File: config.mk
export PLATFORM = sky130hd
export DESIGN_NAME = rigid_body_euler_integrator_flat
export DESIGN_NICKNAME = d
export VERILOG_FILES = /design/src/sv/rbe_pkg.sv /design/src/sv/rbe_if.sv /design/src/sv/rbe_datapath.sv /design/src/sv/rbe_ctrl.sv /design/src/sv/rigid_body_euler_integrator.sv /design/src/flat_wrapper.sv
export VERILOG_INCLUDE_DIRS = /design/src /design/src/sv
export SDC_FILE = /design/constraint.sdc
export NUM_CORES = 2
export LEC_CHECK = 0
export BUFFER_PORTS_ARGS = -buffer_cell sky130_fd_sc_hd__buf_2
export CAP_MARGIN = 20
export CELL_PAD_IN_SITES_DETAIL_PLACEMENT = 0
export CELL_PAD_IN_SITES_GLOBAL_PLACEMENT = 1
export CORE_AREA = 5 5 500 502
export DETAILED_ROUTE_END_ITERATION = 6
export DIE_AREA = 0 0 505 507
export PLACE_DENSITY_LB_ADDON = 0.15
export SYNTH_ARGS = -nofsm -noshare
export SYNTH_HDL_FRONTEND = slang
export SYNTH_SLANG_ARGS = --single-unit
File: constraint.sdc
create_clock -name i_clk -period 17.6 [get_ports i_clk]
set_clock_uncertainty 0.2 [all_clocks]
set_input_delay 3.52 -clock i_clk [delete_from_list [all_inputs] [get_ports i_clk]]
set_output_delay 3.52 -clock i_clk [all_outputs]
set_load 0.01 [all_outputs]
File: src/sv/rigid_body_euler_integrator_defines.svh
// assertion macros for the rigid body integrator
// used by the controller; needs no other file
`ifndef RIGID_BODY_EULER_INTEGRATOR_DEFINES_SVH
`define RIGID_BODY_EULER_INTEGRATOR_DEFINES_SVH

// same-cycle implication, off while reset is held
`define RBE_ASSERT_NOW(lbl, clk, rstn, ante, cons, msg) \
    lbl: assert property (@(posedge clk) disable iff (!(rstn)) (ante) |-> (cons)) \
        else $error(msg);

// next-cycle implication, off while reset is held
`define RBE_ASSERT_NEXT(lbl, clk, rstn, ante, cons, msg) \
    lbl: assert property (@(posedge clk) disable iff (!(rstn)) (ante) |=> (cons)) \
        else $error(msg);

`endif

File: src/sv/rbe_pkg.sv
// shared types, constants and micro-program table of the rigid body integrator
// no dependencies
package rbe_pkg;

    localparam int DATA_W    = 32;
    localparam int FRAC_W    = 16;
    localparam int MASS_W    = 31;
    localparam int DT_W      = 17;
    localparam int OP_W      = 3;
    localparam int CFG_IDX_W = 2;
    localparam int STEP_W    = 4;
    localparam int PROD_W    = 2 * DATA_W;
    localparam int WIDE_W    = DATA_W + FRAC_W + 1;

    localparam logic [MASS_W-1:0]        STATIC_LIMIT    = MASS_W'(7);
    localparam logic [MASS_W-1:0]        INV_MASS_RST    = MASS_W'(65536);
    localparam logic [MASS_W-1:0]        INV_INERTIA_RST = MASS_W'(65536);
    localparam logic signed [DATA_W-1:0] POS_RST         = '0;
    localparam logic signed [DATA_W-1:0] WORD_MAX        = {1'b0, {(DATA_W-1){1'b1}}};
    localparam logic signed [DATA_W-1:0] WORD_MIN        = {1'b1, {(DATA_W-1){1'b0}}};

    // request operation codes
    typedef enum logic [OP_W-1:0] {
        OP_ADD_FORCE   = 3'd0,
        OP_ADD_TORQUE  = 3'd1,
        OP_CLR_FORCE   = 3'd2,
        OP_CLR_TORQUE  = 3'd3,
        OP_STEP        = 3'd4,
        OP_IMPULSE     = 3'd5,
        OP_IMPULSE_ARM = 3'd6
    } t_op;

    // configuration register indexes
    typedef enum logic [CFG_IDX_W-1:0] {
        CFG_INV_MASS    = 2'd0,
        CFG_INV_INERTIA = 2'd1,
        CFG_START_X     = 2'd2,
        CFG_START_Y     = 2'd3
    } t_cfg_reg;

    typedef enum logic [2:0] {
        S_IDLE,
        S_DISPATCH,
        S_MUL,
        S_WB,
        S_FINISH
    } t_state;

    typedef enum logic [1:0] {
        PROG_STEP,
        PROG_IMPULSE,
        PROG_ARM
    } t_prog;

    // multiplier operand a
    typedef enum logic [3:0] {
        A_FORCE_X,
        A_FORCE_Y,
        A_TORQUE,
        A_TMP,
        A_VEL_X,
        A_VEL_Y,
        A_SPIN,
        A_VEC_X,
        A_VEC_Y,
        A_ARM_X,
        A_ARM_Y
    } t_asel;

    // multiplier operand b
    typedef enum logic [2:0] {
        B_INV_MASS,
        B_INV_INERTIA,
        B_DT,
        B_VEC_X,
        B_VEC_Y
    } t_bsel;

    // where a product goes
    typedef enum logic [3:0] {
        WB_NONE,
        WB_TMP,
        WB_HOLD,
        WB_DIFF,
        WB_VEL_X,
        WB_VEL_Y,
        WB_POS_X,
        WB_POS_Y,
        WB_SPIN,
        WB_ANGLE
    } t_wbsel;

    // updates of the sums that need no multiply
    typedef enum logic [2:0] {
        SIMPLE_NONE,
        SIMPLE_ADD_FORCE,
        SIMPLE_ADD_TORQUE,
        SIMPLE_CLR_FORCE,
        SIMPLE_CLR_TORQUE
    } t_simple;

    typedef struct packed {
        t_asel  a_sel;
        t_bsel  b_sel;
        t_wbsel wb_sel;
        logic   last;
    } t_uop;

    typedef struct packed {
        logic    load_req;
        t_simple simple;
        logic    mul_en;
        t_asel   a_sel;
        t_bsel   b_sel;
        t_wbsel  wb_sel;
        logic    clr_sums;
        logic    out_load;
    } t_cmd;

    typedef struct packed {
        logic [OP_W-1:0] op;
        logic            is_static;
    } t_status;

    // micro-program: one multiply and one write-back per entry
    function automatic t_uop uop_fetch(input t_prog prog, input logic [STEP_W-1:0] idx);
        t_uop u;
        u = '{A_TMP, B_DT, WB_NONE, 1'b1};
        unique case (prog)
            PROG_STEP: begin
                case (idx)
                    4'd0: u = '{A_FORCE_X, B_INV_MASS,    WB_TMP,   1'b0};
                    4'd1: u = '{A_TMP,     B_DT,          WB_VEL_X, 1'b0};
                    4'd2: u = '{A_FORCE_Y, B_INV_MASS,    WB_TMP,   1'b0};
                    4'd3: u = '{A_TMP,     B_DT,          WB_VEL_Y, 1'b0};
                    4'd4: u = '{A_VEL_X,   B_DT,          WB_POS_X, 1'b0};
                    4'd5: u = '{A_VEL_Y,   B_DT,          WB_POS_Y, 1'b0};
                    4'd6: u = '{A_TORQUE,  B_INV_INERTIA, WB_TMP,   1'b0};
                    4'd7: u = '{A_TMP,     B_DT,          WB_SPIN,  1'b0};
                    4'd8: u = '{A_SPIN,    B_DT,          WB_ANGLE, 1'b1};
                    default: u = '{A_TMP, B_DT, WB_NONE, 1'b1};
                endcase
            end
            PROG_IMPULSE: begin
                case (idx)
                    4'd0: u = '{A_VEC_X, B_INV_MASS, WB_VEL_X, 1'b0};
                    4'd1: u = '{A_VEC_Y, B_INV_MASS, WB_VEL_Y, 1'b1};
                    default: u = '{A_TMP, B_DT, WB_NONE, 1'b1};
                endcase
            end
            PROG_ARM: begin
                case (idx)
                    4'd0: u = '{A_VEC_X, B_INV_MASS,    WB_VEL_X, 1'b0};
                    4'd1: u = '{A_VEC_Y, B_INV_MASS,    WB_VEL_Y, 1'b0};
                    4'd2: u = '{A_ARM_X, B_VEC_Y,       WB_HOLD,  1'b0};
                    4'd3: u = '{A_ARM_Y, B_VEC_X,       WB_DIFF,  1'b0};
                    4'd4: u = '{A_TMP,   B_INV_INERTIA, WB_SPIN,  1'b1};
                    default: u = '{A_TMP, B_DT, WB_NONE, 1'b1};
                endcase
            end
            default: u = '{A_TMP, B_DT, WB_NONE, 1'b1};
        endcase
        return u;
    endfunction

endpackage

File: src/sv/rbe_if.sv
// request, result and configuration channels of the rigid body integrator
// depends on rbe_pkg
interface rbe_in_if
    import rbe_pkg::*;
    ();
    logic                     valid;
    logic                     ready;
    logic [OP_W-1:0]          op;
    logic signed [DATA_W-1:0] vec_x;
    logic signed [DATA_W-1:0] vec_y;
    logic signed [DATA_W-1:0] torque_in;
    logic signed [DATA_W-1:0] arm_x;
    logic signed [DATA_W-1:0] arm_y;
    logic [DT_W-1:0]          time_step;

    modport source (output valid, op, vec_x, vec_y, torque_in, arm_x, arm_y, time_step,
                    input ready);
    modport sink   (input valid, op, vec_x, vec_y, torque_in, arm_x, arm_y, time_step,
                    output ready);
endinterface

interface rbe_out_if
    import rbe_pkg::*;
    ();
    logic                     valid;
    logic                     ready;
    logic signed [DATA_W-1:0] pos_x;
    logic signed [DATA_W-1:0] pos_y;
    logic signed [DATA_W-1:0] vel_x;
    logic signed [DATA_W-1:0] vel_y;
    logic signed [DATA_W-1:0] angle;
    logic signed [DATA_W-1:0] spin;
    logic                     is_static;

    modport source (output valid, pos_x, pos_y, vel_x, vel_y, angle, spin, is_static,
                    input ready);
    modport sink   (input valid, pos_x, pos_y, vel_x, vel_y, angle, spin, is_static,
                    output ready);
endinterface

interface rbe_cfg_if
    import rbe_pkg::*;
    ();
    logic                 valid;
    logic                 ready;
    logic [CFG_IDX_W-1:0] index;
    logic [DATA_W-1:0]    data;

    modport source (output valid, index, data, input ready);
    modport sink   (input valid, index, data, output ready);
endinterface

File: src/sv/rbe_datapath.sv
// body state, shared multiplier and saturating write-back of the integrator
// depends on rbe_pkg; driven by rbe_ctrl through t_cmd
module rbe_datapath
    import rbe_pkg::*;
(
    input  logic                     i_clk,
    input  logic                     i_rst_n,
    input  t_cmd                     i_cmd,
    output t_status                  o_status,
    input  logic [OP_W-1:0]          i_op,
    input  logic signed [DATA_W-1:0] i_vec_x,
    input  logic signed [DATA_W-1:0] i_vec_y,
    input  logic signed [DATA_W-1:0] i_torque_in,
    input  logic signed [DATA_W-1:0] i_arm_x,
    input  logic signed [DATA_W-1:0] i_arm_y,
    input  logic [DT_W-1:0]          i_time_step,
    input  logic                     i_cfg_we,
    input  logic [CFG_IDX_W-1:0]     i_cfg_index,
    input  logic [DATA_W-1:0]        i_cfg_data,
    output logic signed [DATA_W-1:0] o_pos_x,
    output logic signed [DATA_W-1:0] o_pos_y,
    output logic signed [DATA_W-1:0] o_vel_x,
    output logic signed [DATA_W-1:0] o_vel_y,
    output logic signed [DATA_W-1:0] o_angle,
    output logic signed [DATA_W-1:0] o_spin,
    output logic                     o_is_static
);

    // saturate a wide floor-shifted value to the word
    function automatic logic signed [DATA_W-1:0] sat_wide(input logic signed [WIDE_W-1:0] v);
        logic signed [DATA_W-1:0] r;
        if (!v[WIDE_W-1] && (|v[WIDE_W-2:DATA_W-1])) begin
            r = WORD_MAX;
        end else if (v[WIDE_W-1] && !(&v[WIDE_W-2:DATA_W-1])) begin
            r = WORD_MIN;
        end else begin
            r = v[DATA_W-1:0];
        end
        return r;
    endfunction

    // saturating add
    function automatic logic signed [DATA_W-1:0] sat_add(input logic signed [DATA_W-1:0] a,
                                                         input logic signed [DATA_W-1:0] b);
        logic signed [DATA_W:0]   s;
        logic signed [DATA_W-1:0] r;
        s = {a[DATA_W-1], a} + {b[DATA_W-1], b};
        if (s[DATA_W] != s[DATA_W-1]) begin
            r = s[DATA_W] ? WORD_MIN : WORD_MAX;
        end else begin
            r = s[DATA_W-1:0];
        end
        return r;
    endfunction

    // latched request
    logic [OP_W-1:0]          r_op;
    logic signed [DATA_W-1:0] r_vec_x, r_vec_y, r_torque_in, r_arm_x, r_arm_y;
    logic [DT_W-1:0]          r_time_step;

    // configuration and body state
    logic [MASS_W-1:0]        r_inv_mass, r_inv_inertia;
    logic signed [DATA_W-1:0] r_pos_x, r_pos_y, r_vel_x, r_vel_y, r_angle, r_spin;
    logic signed [DATA_W-1:0] r_force_x, r_force_y, r_torque;

    // multiplier and scratch
    logic signed [DATA_W-1:0] r_tmp;
    logic signed [PROD_W-1:0] r_prod, r_hold;

    // result register
    logic signed [DATA_W-1:0] r_out_pos_x, r_out_pos_y, r_out_vel_x, r_out_vel_y;
    logic signed [DATA_W-1:0] r_out_angle, r_out_spin;
    logic                     r_out_static;

    logic signed [DATA_W-1:0] w_a, w_b, w_q, w_diff_q, w_acc_base, w_acc;
    logic signed [PROD_W:0]   w_diff;
    logic                     w_static;

    assign w_static = (r_inv_mass < STATIC_LIMIT);
    assign o_status = '{op: r_op, is_static: w_static};

    // request capture
    always_ff @(posedge i_clk) begin
        if (i_cmd.load_req) begin
            r_op        <= i_op;
            r_vec_x     <= i_vec_x;
            r_vec_y     <= i_vec_y;
            r_torque_in <= i_torque_in;
            r_arm_x     <= i_arm_x;
            r_arm_y     <= i_arm_y;
            r_time_step <= i_time_step;
        end
    end

    // operand selection
    always_comb begin
        unique case (i_cmd.a_sel)
            A_FORCE_X: w_a = r_force_x;
            A_FORCE_Y: w_a = r_force_y;
            A_TORQUE:  w_a = r_torque;
            A_TMP:     w_a = r_tmp;
            A_VEL_X:   w_a = r_vel_x;
            A_VEL_Y:   w_a = r_vel_y;
            A_SPIN:    w_a = r_spin;
            A_VEC_X:   w_a = r_vec_x;
            A_VEC_Y:   w_a = r_vec_y;
            A_ARM_X:   w_a = r_arm_x;
            A_ARM_Y:   w_a = r_arm_y;
            default:   w_a = r_tmp;
        endcase
        unique case (i_cmd.b_sel)
            B_INV_MASS:    w_b = {{(DATA_W-MASS_W){1'b0}}, r_inv_mass};
            B_INV_INERTIA: w_b = {{(DATA_W-MASS_W){1'b0}}, r_inv_inertia};
            B_DT:          w_b = {{(DATA_W-DT_W){1'b0}}, r_time_step};
            B_VEC_X:       w_b = r_vec_x;
            B_VEC_Y:       w_b = r_vec_y;
            default:       w_b = r_vec_x;
        endcase
    end

    // shared multiplier, product registered
    always_ff @(posedge i_clk) begin
        if (i_cmd.mul_en) begin
            r_prod <= w_a * w_b;
        end
    end

    // floor shift and saturate, cross product difference, accumulate
    assign w_q      = sat_wide({r_prod[PROD_W-1], r_prod[PROD_W-1:FRAC_W]});
    assign w_diff   = {r_hold[PROD_W-1], r_hold} - {r_prod[PROD_W-1], r_prod};
    assign w_diff_q = sat_wide(w_diff[PROD_W:FRAC_W]);

    always_comb begin
        unique case (i_cmd.wb_sel)
            WB_VEL_X: w_acc_base = r_vel_x;
            WB_VEL_Y: w_acc_base = r_vel_y;
            WB_POS_X: w_acc_base = r_pos_x;
            WB_POS_Y: w_acc_base = r_pos_y;
            WB_SPIN:  w_acc_base = r_spin;
            WB_ANGLE: w_acc_base = r_angle;
            default:  w_acc_base = r_vel_x;
        endcase
    end
    assign w_acc = sat_add(w_acc_base, w_q);

    // scratch registers
    always_ff @(posedge i_clk) begin
        unique case (i_cmd.wb_sel)
            WB_TMP:  r_tmp  <= w_q;
            WB_HOLD: r_hold <= r_prod;
            WB_DIFF: r_tmp  <= w_diff_q;
            default: ;
        endcase
    end

    // configuration and body state
    always_ff @(posedge i_clk) begin
        if (!i_rst_n) begin
            r_inv_mass    <= INV_MASS_RST;
            r_inv_inertia <= INV_INERTIA_RST;
            r_pos_x       <= POS_RST;
            r_pos_y       <= POS_RST;
            r_vel_x       <= '0;
            r_vel_y       <= '0;
            r_angle       <= '0;
            r_spin        <= '0;
            r_force_x     <= '0;
            r_force_y     <= '0;
            r_torque      <= '0;
        end else begin
            if (i_cfg_we) begin
                unique case (t_cfg_reg'(i_cfg_index))
                    CFG_INV_MASS:    r_inv_mass    <= i_cfg_data[MASS_W-1:0];
                    CFG_INV_INERTIA: r_inv_inertia <= i_cfg_data[MASS_W-1:0];
                    CFG_START_X:     r_pos_x       <= i_cfg_data;
                    CFG_START_Y:     r_pos_y       <= i_cfg_data;
                    default: ;
                endcase
            end
            unique case (i_cmd.simple)
                SIMPLE_ADD_FORCE: begin
                    r_force_x <= sat_add(r_force_x, r_vec_x);
                    r_force_y <= sat_add(r_force_y, r_vec_y);
                end
                SIMPLE_ADD_TORQUE: r_torque <= sat_add(r_torque, r_torque_in);
                SIMPLE_CLR_FORCE: begin
                    r_force_x <= '0;
                    r_force_y <= '0;
                end
                SIMPLE_CLR_TORQUE: r_torque <= '0;
                default: ;
            endcase
            unique case (i_cmd.wb_sel)
                WB_VEL_X: r_vel_x <= w_acc;
                WB_VEL_Y: r_vel_y <= w_acc;
                WB_POS_X: r_pos_x <= w_acc;
                WB_POS_Y: r_pos_y <= w_acc;
                WB_SPIN:  r_spin  <= w_acc;
                WB_ANGLE: r_angle <= w_acc;
                default: ;
            endcase
            if (i_cmd.clr_sums) begin
                r_force_x <= '0;
                r_force_y <= '0;
                r_torque  <= '0;
            end
        end
    end

    // result register
    always_ff @(posedge i_clk) begin
        if (i_cmd.out_load) begin
            r_out_pos_x  <= r_pos_x;
            r_out_pos_y  <= r_pos_y;
            r_out_vel_x  <= r_vel_x;
            r_out_vel_y  <= r_vel_y;
            r_out_angle  <= r_angle;
            r_out_spin   <= r_spin;
            r_out_static <= w_static;
        end
    end

    assign o_pos_x     = r_out_pos_x;
    assign o_pos_y     = r_out_pos_y;
    assign o_vel_x     = r_out_vel_x;
    assign o_vel_y     = r_out_vel_y;
    assign o_angle     = r_out_angle;
    assign o_spin      = r_out_spin;
    assign o_is_static = r_out_static;

endmodule

File: src/sv/rbe_ctrl.sv
// sequencer of the integrator: decodes a request and walks its micro-program
// depends on rbe_pkg and rigid_body_euler_integrator_defines.svh
`include "rigid_body_euler_integrator_defines.svh"

module rbe_ctrl
    import rbe_pkg::*;
(
    input  logic    i_clk,
    input  logic    i_rst_n,
    input  logic    i_in_valid,
    output logic    o_in_ready,
    output logic    o_out_valid,
    input  logic    i_out_ready,
    input  t_status i_status,
    output t_cmd    o_cmd
);

    t_state              r_state, n_state;
    t_prog               r_prog, n_prog;
    logic [STEP_W-1:0]   r_step, n_step;
    logic                r_out_valid, n_out_valid;
    t_uop                w_uop;
    logic                w_in_fire, w_slot_free, w_long_op;

    assign w_uop       = uop_fetch(r_prog, r_step);
    assign w_in_fire   = i_in_valid && (r_state == S_IDLE);
    assign w_slot_free = !r_out_valid || i_out_ready;
    assign w_long_op   = (i_status.op == OP_STEP) || (i_status.op == OP_IMPULSE)
                         || (i_status.op == OP_IMPULSE_ARM);

    // next state
    always_comb begin
        n_state = r_state;
        n_prog  = r_prog;
        n_step  = r_step;
        unique case (r_state)
            S_IDLE: begin
                if (w_in_fire) n_state = S_DISPATCH;
            end
            S_DISPATCH: begin
                n_step = '0;
                priority case (t_op'(i_status.op))
                    OP_STEP:        n_prog = PROG_STEP;
                    OP_IMPULSE:     n_prog = PROG_IMPULSE;
                    OP_IMPULSE_ARM: n_prog = PROG_ARM;
                    default:        n_prog = r_prog;
                endcase
                n_state = (w_long_op && !i_status.is_static) ? S_MUL : S_FINISH;
            end
            S_MUL: n_state = S_WB;
            S_WB: begin
                if (w_uop.last) begin
                    n_state = S_FINISH;
                end else begin
                    n_state = S_MUL;
                    n_step  = r_step + STEP_W'(1);
                end
            end
            S_FINISH: begin
                if (w_slot_free) n_state = S_IDLE;
            end
            default: n_state = S_IDLE;
        endcase
    end

    // result valid
    always_comb begin
        n_out_valid = r_out_valid;
        if (r_out_valid && i_out_ready) n_out_valid = 1'b0;
        if (r_state == S_FINISH && w_slot_free) n_out_valid = 1'b1;
    end

    // command outputs
    always_comb begin
        o_cmd          = '0;
        o_cmd.simple   = SIMPLE_NONE;
        o_cmd.a_sel    = w_uop.a_sel;
        o_cmd.b_sel    = w_uop.b_sel;
        o_cmd.wb_sel   = WB_NONE;
        o_cmd.load_req = w_in_fire;
        unique case (r_state)
            S_DISPATCH: begin
                priority case (t_op'(i_status.op))
                    OP_ADD_FORCE:  o_cmd.simple = SIMPLE_ADD_FORCE;
                    OP_ADD_TORQUE: o_cmd.simple = SIMPLE_ADD_TORQUE;
                    OP_CLR_FORCE:  o_cmd.simple = SIMPLE_CLR_FORCE;
                    OP_CLR_TORQUE: o_cmd.simple = SIMPLE_CLR_TORQUE;
                    default:       o_cmd.simple = SIMPLE_NONE;
                endcase
            end
            S_MUL: o_cmd.mul_en = 1'b1;
            S_WB: begin
                o_cmd.wb_sel   = w_uop.wb_sel;
                o_cmd.clr_sums = w_uop.last && (r_prog == PROG_STEP);
            end
            S_FINISH: o_cmd.out_load = w_slot_free;
            default: ;
        endcase
    end

    assign o_in_ready  = (r_state == S_IDLE);
    assign o_out_valid = r_out_valid;

    // control registers
    always_ff @(posedge i_clk) begin
        if (!i_rst_n) begin
            r_state     <= S_IDLE;
            r_prog      <= PROG_STEP;
            r_step      <= '0;
            r_out_valid <= 1'b0;
        end else begin
            r_state     <= n_state;
            r_prog      <= n_prog;
            r_step      <= n_step;
            r_out_valid <= n_out_valid;
        end
    end

    // checks
    `RBE_ASSERT_NEXT(a_fire_dispatch, i_clk, i_rst_n, w_in_fire, r_state == S_DISPATCH, "request not dispatched")
    `RBE_ASSERT_NEXT(a_last_finish, i_clk, i_rst_n, (r_state == S_WB) && w_uop.last, r_state == S_FINISH, "program did not end")
    `RBE_ASSERT_NEXT(a_static_skip, i_clk, i_rst_n, (r_state == S_DISPATCH) && i_status.is_static, r_state == S_FINISH, "static body ran a program")
    `RBE_ASSERT_NEXT(a_finish_hold, i_clk, i_rst_n, (r_state == S_FINISH) && r_out_valid && !i_out_ready, r_state == S_FINISH, "result slot overwritten")

endmodule

File: src/sv/rigid_body_euler_integrator.sv
// top level of the 2D rigid body semi-implicit Euler integrator
// depends on rbe_pkg, rbe_if, rbe_ctrl and rbe_datapath
//
//  channel   direction  contents
//  i_req     in         op, vec_x, vec_y, torque_in, arm_x, arm_y, time_step
//  o_res     out        pos_x, pos_y, vel_x, vel_y, angle, spin, is_static
//  i_cfg     in         index (0 inv_mass, 1 inv_inertia, 2 start_x, 3 start_y), data
//
// force, torque and clear requests, unused codes and any step or impulse on a
// static body pass only the dispatch and finish states from accept to result;
// an impulse, an impulse at an arm and a step add a multiply and a write-back
// state for each product on the single shared 32x32 multiplier (9 for a step)
// a new request is taken while the previous result still waits in o_res
// reset is synchronous and loads the register defaults; cfg is always ready
module rigid_body_euler_integrator
    import rbe_pkg::*;
(
    input  logic      i_clk,
    input  logic      i_rst_n,
    rbe_in_if.sink    i_req,
    rbe_out_if.source o_res,
    rbe_cfg_if.sink   i_cfg
);

    t_cmd    w_cmd;
    t_status w_status;

    assign i_cfg.ready = 1'b1;

    rbe_ctrl u_ctrl (
        .i_clk       (i_clk),
        .i_rst_n     (i_rst_n),
        .i_in_valid  (i_req.valid),
        .o_in_ready  (i_req.ready),
        .o_out_valid (o_res.valid),
        .i_out_ready (o_res.ready),
        .i_status    (w_status),
        .o_cmd       (w_cmd)
    );

    rbe_datapath u_datapath (
        .i_clk       (i_clk),
        .i_rst_n     (i_rst_n),
        .i_cmd       (w_cmd),
        .o_status    (w_status),
        .i_op        (i_req.op),
        .i_vec_x     (i_req.vec_x),
        .i_vec_y     (i_req.vec_y),
        .i_torque_in (i_req.torque_in),
        .i_arm_x     (i_req.arm_x),
        .i_arm_y     (i_req.arm_y),
        .i_time_step (i_req.time_step),
        .i_cfg_we    (i_cfg.valid),
        .i_cfg_index (i_cfg.index),
        .i_cfg_data  (i_cfg.data),
        .o_pos_x     (o_res.pos_x),
        .o_pos_y     (o_res.pos_y),
        .o_vel_x     (o_res.vel_x),
        .o_vel_y     (o_res.vel_y),
        .o_angle     (o_res.angle),
        .o_spin      (o_res.spin),
        .o_is_static (o_res.is_static)
    );

endmodule
File: src/flat_wrapper.sv
// flat-port wrapper written by rule: the top's interface ports become plain ports
module rigid_body_euler_integrator_flat import rbe_pkg::*;
  (i_clk, i_rst_n, i_req_valid, i_req_op, i_req_vec_x, i_req_vec_y, i_req_torque_in, i_req_arm_x, i_req_arm_y, i_req_time_step, i_req_ready, o_res_valid, o_res_pos_x, o_res_pos_y, o_res_vel_x, o_res_vel_y, o_res_angle, o_res_spin, o_res_is_static, o_res_ready, i_cfg_valid, i_cfg_index, i_cfg_data, i_cfg_ready);
  rbe_in_if i_req_i ();
  rbe_out_if o_res_i ();
  rbe_cfg_if i_cfg_i ();
  input  logic i_clk;
  input  logic i_rst_n;
  input wire logic [$bits(i_req_i.valid)-1:0] i_req_valid;
  input wire logic [$bits(i_req_i.op)-1:0] i_req_op;
  input wire logic [$bits(i_req_i.vec_x)-1:0] i_req_vec_x;
  input wire logic [$bits(i_req_i.vec_y)-1:0] i_req_vec_y;
  input wire logic [$bits(i_req_i.torque_in)-1:0] i_req_torque_in;
  input wire logic [$bits(i_req_i.arm_x)-1:0] i_req_arm_x;
  input wire logic [$bits(i_req_i.arm_y)-1:0] i_req_arm_y;
  input wire logic [$bits(i_req_i.time_step)-1:0] i_req_time_step;
  output wire logic [$bits(i_req_i.ready)-1:0] i_req_ready;
  output wire logic [$bits(o_res_i.valid)-1:0] o_res_valid;
  output wire logic [$bits(o_res_i.pos_x)-1:0] o_res_pos_x;
  output wire logic [$bits(o_res_i.pos_y)-1:0] o_res_pos_y;
  output wire logic [$bits(o_res_i.vel_x)-1:0] o_res_vel_x;
  output wire logic [$bits(o_res_i.vel_y)-1:0] o_res_vel_y;
  output wire logic [$bits(o_res_i.angle)-1:0] o_res_angle;
  output wire logic [$bits(o_res_i.spin)-1:0] o_res_spin;
  output wire logic [$bits(o_res_i.is_static)-1:0] o_res_is_static;
  input wire logic [$bits(o_res_i.ready)-1:0] o_res_ready;
  input wire logic [$bits(i_cfg_i.valid)-1:0] i_cfg_valid;
  input wire logic [$bits(i_cfg_i.index)-1:0] i_cfg_index;
  input wire logic [$bits(i_cfg_i.data)-1:0] i_cfg_data;
  output wire logic [$bits(i_cfg_i.ready)-1:0] i_cfg_ready;
  assign i_req_i.valid = i_req_valid;
  assign i_req_i.op = i_req_op;
  assign i_req_i.vec_x = i_req_vec_x;
  assign i_req_i.vec_y = i_req_vec_y;
  assign i_req_i.torque_in = i_req_torque_in;
  assign i_req_i.arm_x = i_req_arm_x;
  assign i_req_i.arm_y = i_req_arm_y;
  assign i_req_i.time_step = i_req_time_step;
  assign i_req_ready = i_req_i.ready;
  assign o_res_valid = o_res_i.valid;
  assign o_res_pos_x = o_res_i.pos_x;
  assign o_res_pos_y = o_res_i.pos_y;
  assign o_res_vel_x = o_res_i.vel_x;
  assign o_res_vel_y = o_res_i.vel_y;
  assign o_res_angle = o_res_i.angle;
  assign o_res_spin = o_res_i.spin;
  assign o_res_is_static = o_res_i.is_static;
  assign o_res_i.ready = o_res_ready;
  assign i_cfg_i.valid = i_cfg_valid;
  assign i_cfg_i.index = i_cfg_index;
  assign i_cfg_i.data = i_cfg_data;
  assign i_cfg_ready = i_cfg_i.ready;
  rigid_body_euler_integrator u_core (.i_clk(i_clk), .i_rst_n(i_rst_n), .i_req(i_req_i), .o_res(o_res_i), .i_cfg(i_cfg_i));
endmodule
## Word level (Yosys, flattened, before mapping)

Memories as Yosys holds them, arrays and structs flattened. A register that Yosys moved wholly into a read port is not among the register bits.
Cells that the tools add are included.

- Add/sub/neg operators: 6
- $mul: 1
- $lt $le $gt $ge: 1
- Equal/unequal tests: 51
- Mux-type cells: 45
- Bitwise logic cells: 1
- Reduce and logical (&&, ||, !) cells: 47

Operators with widths:

| operator | count |
|---|---|
| 2-to-1 mux 32 bit | 18 |
| case mux 32 bit (10 select lines) | 1 |
| case mux 32 bit (2 select lines) | 4 |
| case mux 32 bit (5 select lines) | 1 |
| adder 32 x 32 -> 33 bit | 4 |
| case mux 32 bit (4 select lines) | 1 |
| subtractor 64 x 64 -> 65 bit | 1 |
| multiplier 32 x 32 -> 64 bit | 1 |
| case mux 12 bit (5 select lines) | 1 |
| equality test 4 x 3 -> 1 bit, second input constant | 9 |
| case mux 12 bit (3 select lines) | 1 |
| AND reduction 17 bit | 2 |
| OR reduction 17 bit | 2 |
| < comparator 31 x 3 -> 1 bit, second input constant | 1 |
| case mux 12 bit (2 select lines) | 1 |
| equality test 3 x 2 -> 1 bit, second input constant | 7 |
| equality test 4 x 2 -> 1 bit, second input constant | 5 |
| equality test 4 bit, second input constant | 5 |
| equality test 3 bit, second input constant | 6 |
| nonzero test 2 bit | 9 |
| 2-to-1 mux 3 bit | 5 |
| case mux 3 bit (5 select lines) | 1 |
| AND reduction 2 bit | 7 |
| equality test 3 x 1 -> 1 bit, second input constant | 4 |
| other kinds (22) | 55 |

- Flip-flop bits (word level): 893
- ROM bits: 160
- Input bits: 219
- Output and inout port bits: 196
- Word-level logic and storage cells: 185
- Memories kept: 1

Memory list:

| memory | depth | width | read ports | clocked after Yosys merged registers in | wr ports | RTL line | RTL |
|---|---|---|---|---|---|---|---|
| (name not given) | 16 | 10 | 1 | 1 | 0 | rbe_pkg.sv:131 | `case (idx)` |

## Logic depth before layout (Yosys ltp)

- Word-level depth: 11
- Gate-level depth with buffers: 46

## Modules after synthesis

From an unflattened synthesis, not the netlist that was laid out.

- Cells, all modules: 8251
- Area, all modules: 80145.6 µm²

By module, submodules not included:

| module | instances | cells each | area each (µm²) | seq. area each (µm²) |
|---|---|---|---|---|
| rbe_datapath | 1 | 8076 | 78634.2 | 23012.1 |
| rbe_ctrl | 1 | 173 | 1500.2 | 400.4 |
| rigid_body_euler_integrator | 1 | 2 | 11.3 | 0.0 |

## Worst setup path after synthesis

Ideal clock, no wire load.

- Path kind: input port to flip-flop
- Start point: input o_res_ready
- End point: register u_core.u_datapath.r_out_angle[0] (netlist: u_core.u_datapath.o_angle[0]), enable pin
- Library setup time: 749 ps
- Arrival: 11586 ps
- Required time: 16651 ps
- Slack: 5065 ps
- Stages: 2
- Path buffers: 0
- Path through: nor2b_1 nor2_1

- Word-level cells in the longest chain between the ends: 2

RTL lines:

| element | RTL line | RTL |
|---|---|---|
| start: declaration | flat_wrapper.sv:26 | `input wire logic [$bits(o_res_i.ready)-1:0] o_res_ready;` |
| logical OR 1 bit | rbe_ctrl.sv:27 | `assign w_slot_free = !r_out_valid \|\| i_out_ready;` |
| 2-to-1 mux 1 bit | rbe_ctrl.sv:81 | `unique case (r_state)` |
| end signal: assignment | rbe_datapath.sv:217 | `r_out_angle <= r_angle;` |
| end: declaration | rbe_datapath.sv:72 | `logic signed [DATA_W-1:0] r_out_angle, r_out_spin;` |

No other way between the ends.
A chain may end at the register's enable or synchronous reset.

## Worst setup path in the final report

- Start point: register u_core.u_ctrl.r_prog[0]
- End point: register u_core.u_datapath.r_prod[63], data pin

- Word-level cells in the longest chain between the ends: 5
- Elaborated cells on any way between the ends: 21
- Those cells by class: mul (1); eq/ne (14); mux (3); reduce/logical (3)

RTL lines:

| element | RTL line | RTL |
|---|---|---|
| start: declaration | rbe_ctrl.sv:19 | `t_prog r_prog, n_prog;` |
| start signal: assignment | rbe_ctrl.sv:113 | `r_prog <= n_prog;` |
| equality test 2 bit, or another cell as far along | rbe_pkg.sv:129 | `unique case (prog)` |
| case mux 12 bit (3 select lines) * | rbe_pkg.sv:129 |  |
| equality test 4 bit, or another cell as far along | rbe_datapath.sv:97 | `unique case (i_cmd.a_sel)` |
| case mux 32 bit (10 select lines) / case mux 32 bit (4 select lines) (equally long branches) | rbe_datapath.sv:97, rbe_datapath.sv:111 |  |
| multiplier 32 x 32 -> 64 bit * | rbe_datapath.sv:124 | `r_prod <= w_a * w_b;` |
| end signal: assignment | rbe_datapath.sv:124 |  |
| end: declaration | rbe_datapath.sv:68 | `logic signed [PROD_W-1:0] r_prod, r_hold;` |

Mark *: on every way between the ends. The rest lies on a longest branch, timed or not.

==> metrics <==
worst-skew pair later-pin latency 0.82 ns; GP Congestion 0.951; RSZ-0062 raised after global routing no; worst r2r path cells 36; Synth Warn # 0; syn nets 9974; Hold Fails Final Rpt 0; Post-DRT Antenna Nets 0; Worst Path Arrival 13.30 ns; dpl hpwl 301000 um; Req. time, crit path 17.89 ns; reg2reg end u_core.u_datapath.r_prod[63]; DR DRC count 17; CTS tree built; Total Routed Length 382000 um; routing usage on met2 45.1%; # rows 182; clk slew on worst S/H paths 0.06 ns; pin count of the biggest net entering global routing 75; core area 0.245 mm2; post-synth cell types 109; Area after DPL 0.0867 mm2; prevailing post-synth register cell edfxtp_1; CTS root buf clkbuf_16; Worst path max stage delay 0.92 ns; top cells by instance count after synthesis inv_1 (1153), fa_1 (1087), nand2_1 (1049); outcome complete, but fails checks; top cell type by total area after synthesis fa_1; post-route minimum period 13.02 ns; Fill cells 24800; die area 0.256 mm2; share of the synthesized area in the top cell type 27.0%; nets 10300; Seq cells post-synth 903; TNS Setup 0 ns; Max VDD drop 0.0000927 V; placed cell count 11700; routed via count 66300; sequential share of the synthesized area 29.1%; Reg power frac 40.3%; Period Utilization, post-route 74.0%; first drt pass iteration count 7; Worst Hold Path EP u_core.u_datapath.r_hold[5]; Logic pwr share 21.5%; layout cell share with drive strength beyond 1 10.3%; Hold WC Path Type flop to flop; busiest grt layer met2; number of hold buffers added after cts 0; Die X 505 um; Crit Path Max Fanout 32; Max Freq 0.0768 GHz; sw power 2.01 mW; GRT met1 Usage 39.3%; initial core utilization 32.9%; Slew @ Worst Pin 1.20 ns; final setup vio count 0; H-tree levels 3; Die Y 507 um; I/O pin count 415; met3 Use GR 6.92%; Net Sw Frac 33.4%; Synth area leaders fa_1 (27%), edfxtp_1 (20%), dfxtp_1 (9.2%); Cells after Synth 8286; CTS buffer count 106; crit path capture type flop; post-synthesis average cell area 9.72 um2; CTS resizes 0; DR iter-0 viols 7290; failing checks DRC; Bufs on Longest Clock Path 3; most frequent cell on the critical path fa_1; clk sinks 903; first-pass GRT wire length 528000 um; Wirelength per Cell 32.1 um; Largest regs u_core.u_datapath.r_hold: 64 flops, u_core.u_datapath.r_prod: 64 flops; Synth async-reset ratio 0%; reg2reg setup slack 4.58 ns; number of global-route vias before repair 66600; Slew HR 20.2%; P_int 4.00 mW; EDFF count, synth 533; utilization after layout 36.9%; Leak 38.5 nW; remaining global-route overflow 0; FF-to-FF Start u_core.u_ctrl.r_prog[0]; count leader, synth inv_1; initial antenna violation count 55; clock share of power 38.2%; max cap viols 0; synthesis-to-finish area growth 12.1%; Mapped Area 0.0805 mm2; Via density 5.58; hold_sp u_core.u_datapath.r_prod[5]; Layout Cells excl Fill 11900; Post CTS Setup Buffer Count 0; crit path kind flop to flop; PortBufs 413; Total GRT Usage 29.2%; CP max stage cell dfxtp_1; Pins Over Slew Limit 0; startpoint types flop; Setup crit start u_core.u_ctrl.r_prog[0]; Hold Path Cell Cnt 0; pwr/cell area 66.6 mW/mm2; design area 0.0903 mm2
-- worst max-delay path by stage --
| stage | to | slack, ns | depth (start not counted) |
|---|---|---|---|
| after detailed placement | u_core.u_datapath.r_prod[63] | 4.98 | 37 |
| after global placement | u_core.u_datapath.r_prod[63] | 4.99 | 34 |
| after global routing | u_core.u_datapath.r_prod[63] | 4.18 | 36 |
| after CTS | u_core.u_datapath.r_prod[63] | 4.92 | 34 |
| after floorplan | u_core.u_datapath.o_angle[0] | 5.07 | 2 |
| final | u_core.u_datapath.r_prod[63] | 4.58 | 36 |
-- worst max-delay path, delay by kind of cell (launching register included) --
kind,cells,cell delay [ns]
fa+ha+maj,9,4.07
simple gates,11,2.69
buf+inv,8,1.36
flops,1,0.92
compound gates,7,3.32
xor+xnor,1,0.08
-- power groups by stage --
stage / combinational, mW / clock (mW) / sequential [mW]
floorplan: 0.732 / 0 / 2.41
global route: 1.38 / 2.41 / 2.42
finish: 1.29 / 2.30 / 2.42
global placement: 1.26 / 0 / 2.46
CTS: 1.27 / 2.33 / 2.41
detailed placement: 1.27 / 0 / 2.46
-- per-stage QoR --
| step | hold WS (ns) | setup slack (ns) | total power, mW |
|---|---|---|---|
| after floorplan | 0.218 | 5.07 | 3.14 |
| after global placement | 0.230 | 4.99 | 3.72 |
| after detailed placement | 0.232 | 4.98 | 3.73 |
| after CTS | 0.245 | 4.92 | 6.02 |
| after global routing | 0.255 | 4.18 | 6.21 |
| final | 0.246 | 4.58 | 6.01 |
-- cell usage in the layout (no fill, tap or decap), types with 284 or more instances in the layout --
cell,n
fa_1,1087
o21ai_0,284
buf_2,413
nor2_1,734
edfxtp_1,533
nand2_1,1049
dfxtp_1,370
inv_1,1153
a21oi_1,405
ha_1,382
-- cell families after synthesis --
group | synth area share (%)
adders and majority gates | 33.1
muxes | 1.48
other | 0.00466
AOI/OAI and AO/OA | 13.7
xor gates and xnor gates | 2.38
and+or+nand+nor | 12.6
buffers and inverters | 7.56
DFF | 29.1
-- routing by layer --
layer	up-vias	wire length [um]
met5	-	302
met4	18	19200
met3	704	34200
met2	3181	168000
met1	34200	160000
li1	28200	-
-- cell type report --
class                   count  area (um2)  area share, %
diodes                     17        42.5         0.0471
clock buffers             146        2870           3.18
flip-flops and latches    903       23400           25.9
repair buffers            598        3510           3.89
inverters                1155        4340           4.80
multi-input cells        5806       51400           56.9
well taps                3220        4030           4.46
clock inverters            51         673          0.746
No activity file was read; power rests on OpenSTA's default activity.
